[config.mk]
export PLATFORM = sky130hd
export DESIGN_NAME = vdi_ram
export DESIGN_NICKNAME = d
export VERILOG_FILES = /design/src/vdi_ram.sv
export SDC_FILE = /design/constraint.sdc
export NUM_CORES = 1
export LEC_CHECK = 0
export BUFFER_PORTS_ARGS = -buffer_cell sky130_fd_sc_hd__buf_2
export CORE_UTILIZATION = 50
export CTS_CLUSTER_SIZE = 28
export DETAILED_ROUTE_END_ITERATION = 10
export PLACE_DENSITY = 0.75
export SLEW_MARGIN = 20
export SYNTH_ARGS = -nofsm -noshare
export SYNTH_HDL_FRONTEND = slang
export SYNTH_SLANG_ARGS = --single-unit
[constraint.sdc]
create_clock -name clock -period 2.1 [get_ports clock]
set_input_delay 0.21 -clock clock [delete_from_list [all_inputs] [get_ports clock]]
set_output_delay 0.21 -clock clock [all_outputs]
set_load 0.01 [all_outputs]
[src/vdi_ram.sv]
// Generic single-port-write, single-port-read RAM with registered read data.
module vdi_ram #(
   parameter int WIDTH = 8,
   parameter int DEPTH = 16
) (
   input  logic                     clock,
   input  logic                     wr_en,
   input  logic [$clog2(DEPTH)-1:0] wr_addr,
   input  logic [WIDTH-1:0]         wr_data,
   input  logic                     rd_en,
   input  logic [$clog2(DEPTH)-1:0] rd_addr,
   output logic [WIDTH-1:0]         rd_data
);

   logic [WIDTH-1:0] mem_ff [DEPTH];
   logic [WIDTH-1:0] rd_data_ff;

   always_ff @(posedge clock) begin
      if (wr_en) begin
         mem_ff[wr_addr] <= wr_data;
      end
      if (rd_en) begin
         rd_data_ff <= mem_ff[rd_addr];
      end
   end

   assign rd_data = rd_data_ff;

endmodule

# After elaboration in Yosys (flattened, before gate mapping)
# Memory sizes are Yosys's and may differ from the RTL's. A register that Yosys moved wholly into a read port is not among the register bits.
# Index checks and enable logic that the tools add are counted.
[word_totals]
mem_count = 1
in_bits = 19
out_inout_bits = 8
ff_bits = 0
elab_cells = 3
ram_bits = 128
[mem_list]
columns = ["memory", "depth", "word_bits", "rd", "rd_ports_with_merged_regs", "wr", "line_no", "text"]
rows = [
  ["mem_ff", 16, 8, 1, 1, 1, "15", "logic [WIDTH-1:0] mem_ff [DEPTH];"],
]
[classes]
mux = 2
[op_table]
columns = ["operator", "n"]
rows = [
  ["1-bit two-way mux", 2],
]

# Logic depth before layout (Yosys ltp)
[depth]
ltp_word = 2
depth_mapped = 5
depth_no_buf = 3

# Least setup slack after synthesis
# OpenSTA, ideal clock, no wires.
[synth_timing]
kind = "input -> register"
startpoint = "input wr_addr[2]"
endpoint = "memory mem_ff[0][0] (enable)"
arrival_time_ns = 1.320
required_time_ns = 1.717
setup_time_ns = 0.383
path_buffers = 0
slack_ns = 0.397
stages = 2
path_cell_list = "or3b_2 -> nor3_1"
[synth_lines]
columns = ["element", "line_no", "text"]
rows = [
  ["from (decl)", "8", "input logic [$clog2(DEPTH)-1:0] wr_addr,"],
  ["to (decl)", "15", ""],
]
# Straight into the memory's write port.

==> flow_summary.ini <==
[run_status]
outcome = finished clean

[clock_tree]
cts_buffers = 17
cts_num_sinks = 136
cts_resized = 0
cts_tree = done
clkLatencyLatePin_ns = 0.51
post-cts-setup-buffer-count = 0
cts-root-buf = clkbuf_8
clkTransAtPathRegs_ns = 0.06
ctsLongestPathBuffers = 2
hold_buffers = 0
cts_max_level = 4

[setup_path]
crit_path_start_kind = register
r2r_slack_ns = 0.54
max_stage_delay_ns = 0.48
path_class = register to register
cp.arrival_ns = 1.81
crit_path_max_fanout = 1
critPathTopFamily = multiplexers
critical_path_buf_inv_count = 0
cp.required_ns = 2.35
slowest_stage = mux4_2
crit_path_cell_trace = mux4_2 > a22oi_1 > nand2_1
critPathCaptureType = register

[global_routing]
grt_pass1_wl_mm = 15.2
grtUsageMet2_pct = 32.4
busiest_layer = met2
grt_pass1_vias = 2516
gr-total-overflow = 0
antenna_found_initial = 0
grtUsageMet3_pct = 5.14
gr-usage-met1_pct = 27.8
grt_start_max_net_pins = 33
grt_usage_pct = 20.4

[layout]
syn_to_final_growth_pct = 19.4
fin_util_pct = 62.7
fin_area_um2 = 6240
layout.nets = 303
n_antenna_cell = 0
drive_above_1_share_pct = 30.7

[power_and_ir_drop]
power-per-cell-area_nw_per_um2 = 1040
vdd_drop_max_uv = 554
p_leak_uw = 0.00213

[logic_synthesis]
synthTopCellsByArea = edfxtp_1 78%, mux4_2 7.8%, mux4_1 7.0%
ys_ff_latch = 136
synthArstFlopShare_pct = 0
synth.yosys.seq_area_share_pct = 78.1
netlist_instances = 229
yosys_warnings = 0
yosysMostFrequentCell = edfxtp_1
synth_edf_count = 136
yosysTopAreaCell = edfxtp_1
synth.net_count = 248
synth_top_area_share_pct = 78.1
synth_flop_cell = edfxtp_1
synth_cell_types = 18
avgSynthCellArea_um2 = 22.8
synth_top_cells_by_count = 136 x edfxtp_1, 18 x mux4_2, 16 x a22oi_1
syn_area_um2 = 5230

[routing]
drc = 0
antenna_left = 0
dr.pass1.iters = 5
num_vias = 2464
drt_wl_total_mm = 10.1
wire_per_inst_um = 23.6
drtIter0Drc = 184
avgViaCountPerCell = 5.74

[timing]
worst_pin_slew_ns = 0.418
fmax_mhz = 640
tns_ns = 0
hold_viol_final = 0
slew_viol_final = 0
relSlewSlack_pct = 72.1
fin_crit_ns = 1.56
hold_ws_ns = 0.0762
rsz0062_at_grt = false
fin_skew_ns = 0.0118
setup_violations = 0
period_share_pct = 74.4

[hold_path]
holdCritPathClass = input pin to register

[die]
die_w_um = 104
rows = 36
core_um2 = 9950
initial_core_util_pct = 52.5
die_area_um2 = 10900
pin_count = 27
die_h_um = 104

[placement]
place_area_um2 = 5610
gp_congestion = 0.738
dp_hpwl_mm = 5.91
portBuffers = 26

[job]
maxCapViolations = 0
==> logic make-up after synthesis <==
group,after synthesis,share of synthesized area (%)
flip-flops,136,78.1
AND/OR/NAND/NOR,35,3.14
multiplexers,32,14.8
AO/OA/AOI/OAI,16,2.30
buffers and inverters,10,1.65
==> worst reg2reg max path, stage by stage, from the launching register on <==
cell and delay (ns):
edfxtp_1 0.39, mux4_2 0.48, a22oi_1 0.35, nand2_1 0.08
==> stage by stage <==
stage / instances / worst slack (ns) / total power, uW
6_report: 429 / 0.538 / 6520
5_1_grt: 429 / 0.462 / 6680
4_1_cts: 429 / 0.513 / 6550
3_5_place_dp: 398 / 0.274 / 3410
3_3_place_gp: 398 / 0.295 / 3400
2_1_floorplan: 229 / 0.397 / 3290
==> final timing paths <==
kind / end / start / depth (start not counted)
hold reg to reg: rd_data[2] / mem_ff[12][2] / 3
hold / removal: mem_ff[4][5] / wr_data[5] / 1
setup reg to reg: rd_data[7] / mem_ff[10][7] / 3
setup / recovery: rd_data[7] / mem_ff[10][7] / 3
==> flip-flops by register name, summed over array words and instances (netlist names) <==
signal	cells
mem_ff	128
rd_data	8
==> power breakdown <==
part	switching [uW]	internal, uW	leakage (uW)	total (uW)
clock	1020	2150	0.000308	3160
combinational	159	120	0.000588	279
sequential	18.0	3060	0.00124	3080
total	1190	5330	0.00213	6520
==> cells in the final DEF, fill, tap and decap left out, drive strengths merged <==
cell / count
nor3: 4
or3b: 1
a22oi: 16
clkinv: 5
nand3b: 2
bufinv: 6
nand3: 1
nand2b: 2
nor2: 13
and2: 1
nand2: 9
nor2b: 1
buf: 46
and2b: 1
mux4: 32
clkbuf: 20
edfxtp: 136
==> layer usage <==
| layer | share of wire (%) | routed length [um] |
|---|---|---|
| met1 | 41 | 4150 |
| met2 | 51 | 5190 |
| met3 | 7.0 | 711 |
| met4 | 0.71 | 72 |
| met5 | 0 | 0 |
==> area by class of cell <==
| cell class | count | area [um^2] |
|---|---|---|
| Sequential cell | 136 | 4080 |
| Fill cell | 662 | 3710 |
| Multi-Input combinational cell | 83 | 1060 |
| Clock buffer | 20 | 425 |
| Timing Repair Buffer | 46 | 305 |
| Clock inverter | 11 | 203 |
| Tap cell | 133 | 166 |
No activity file was read; power rests on OpenSTA's default activity.
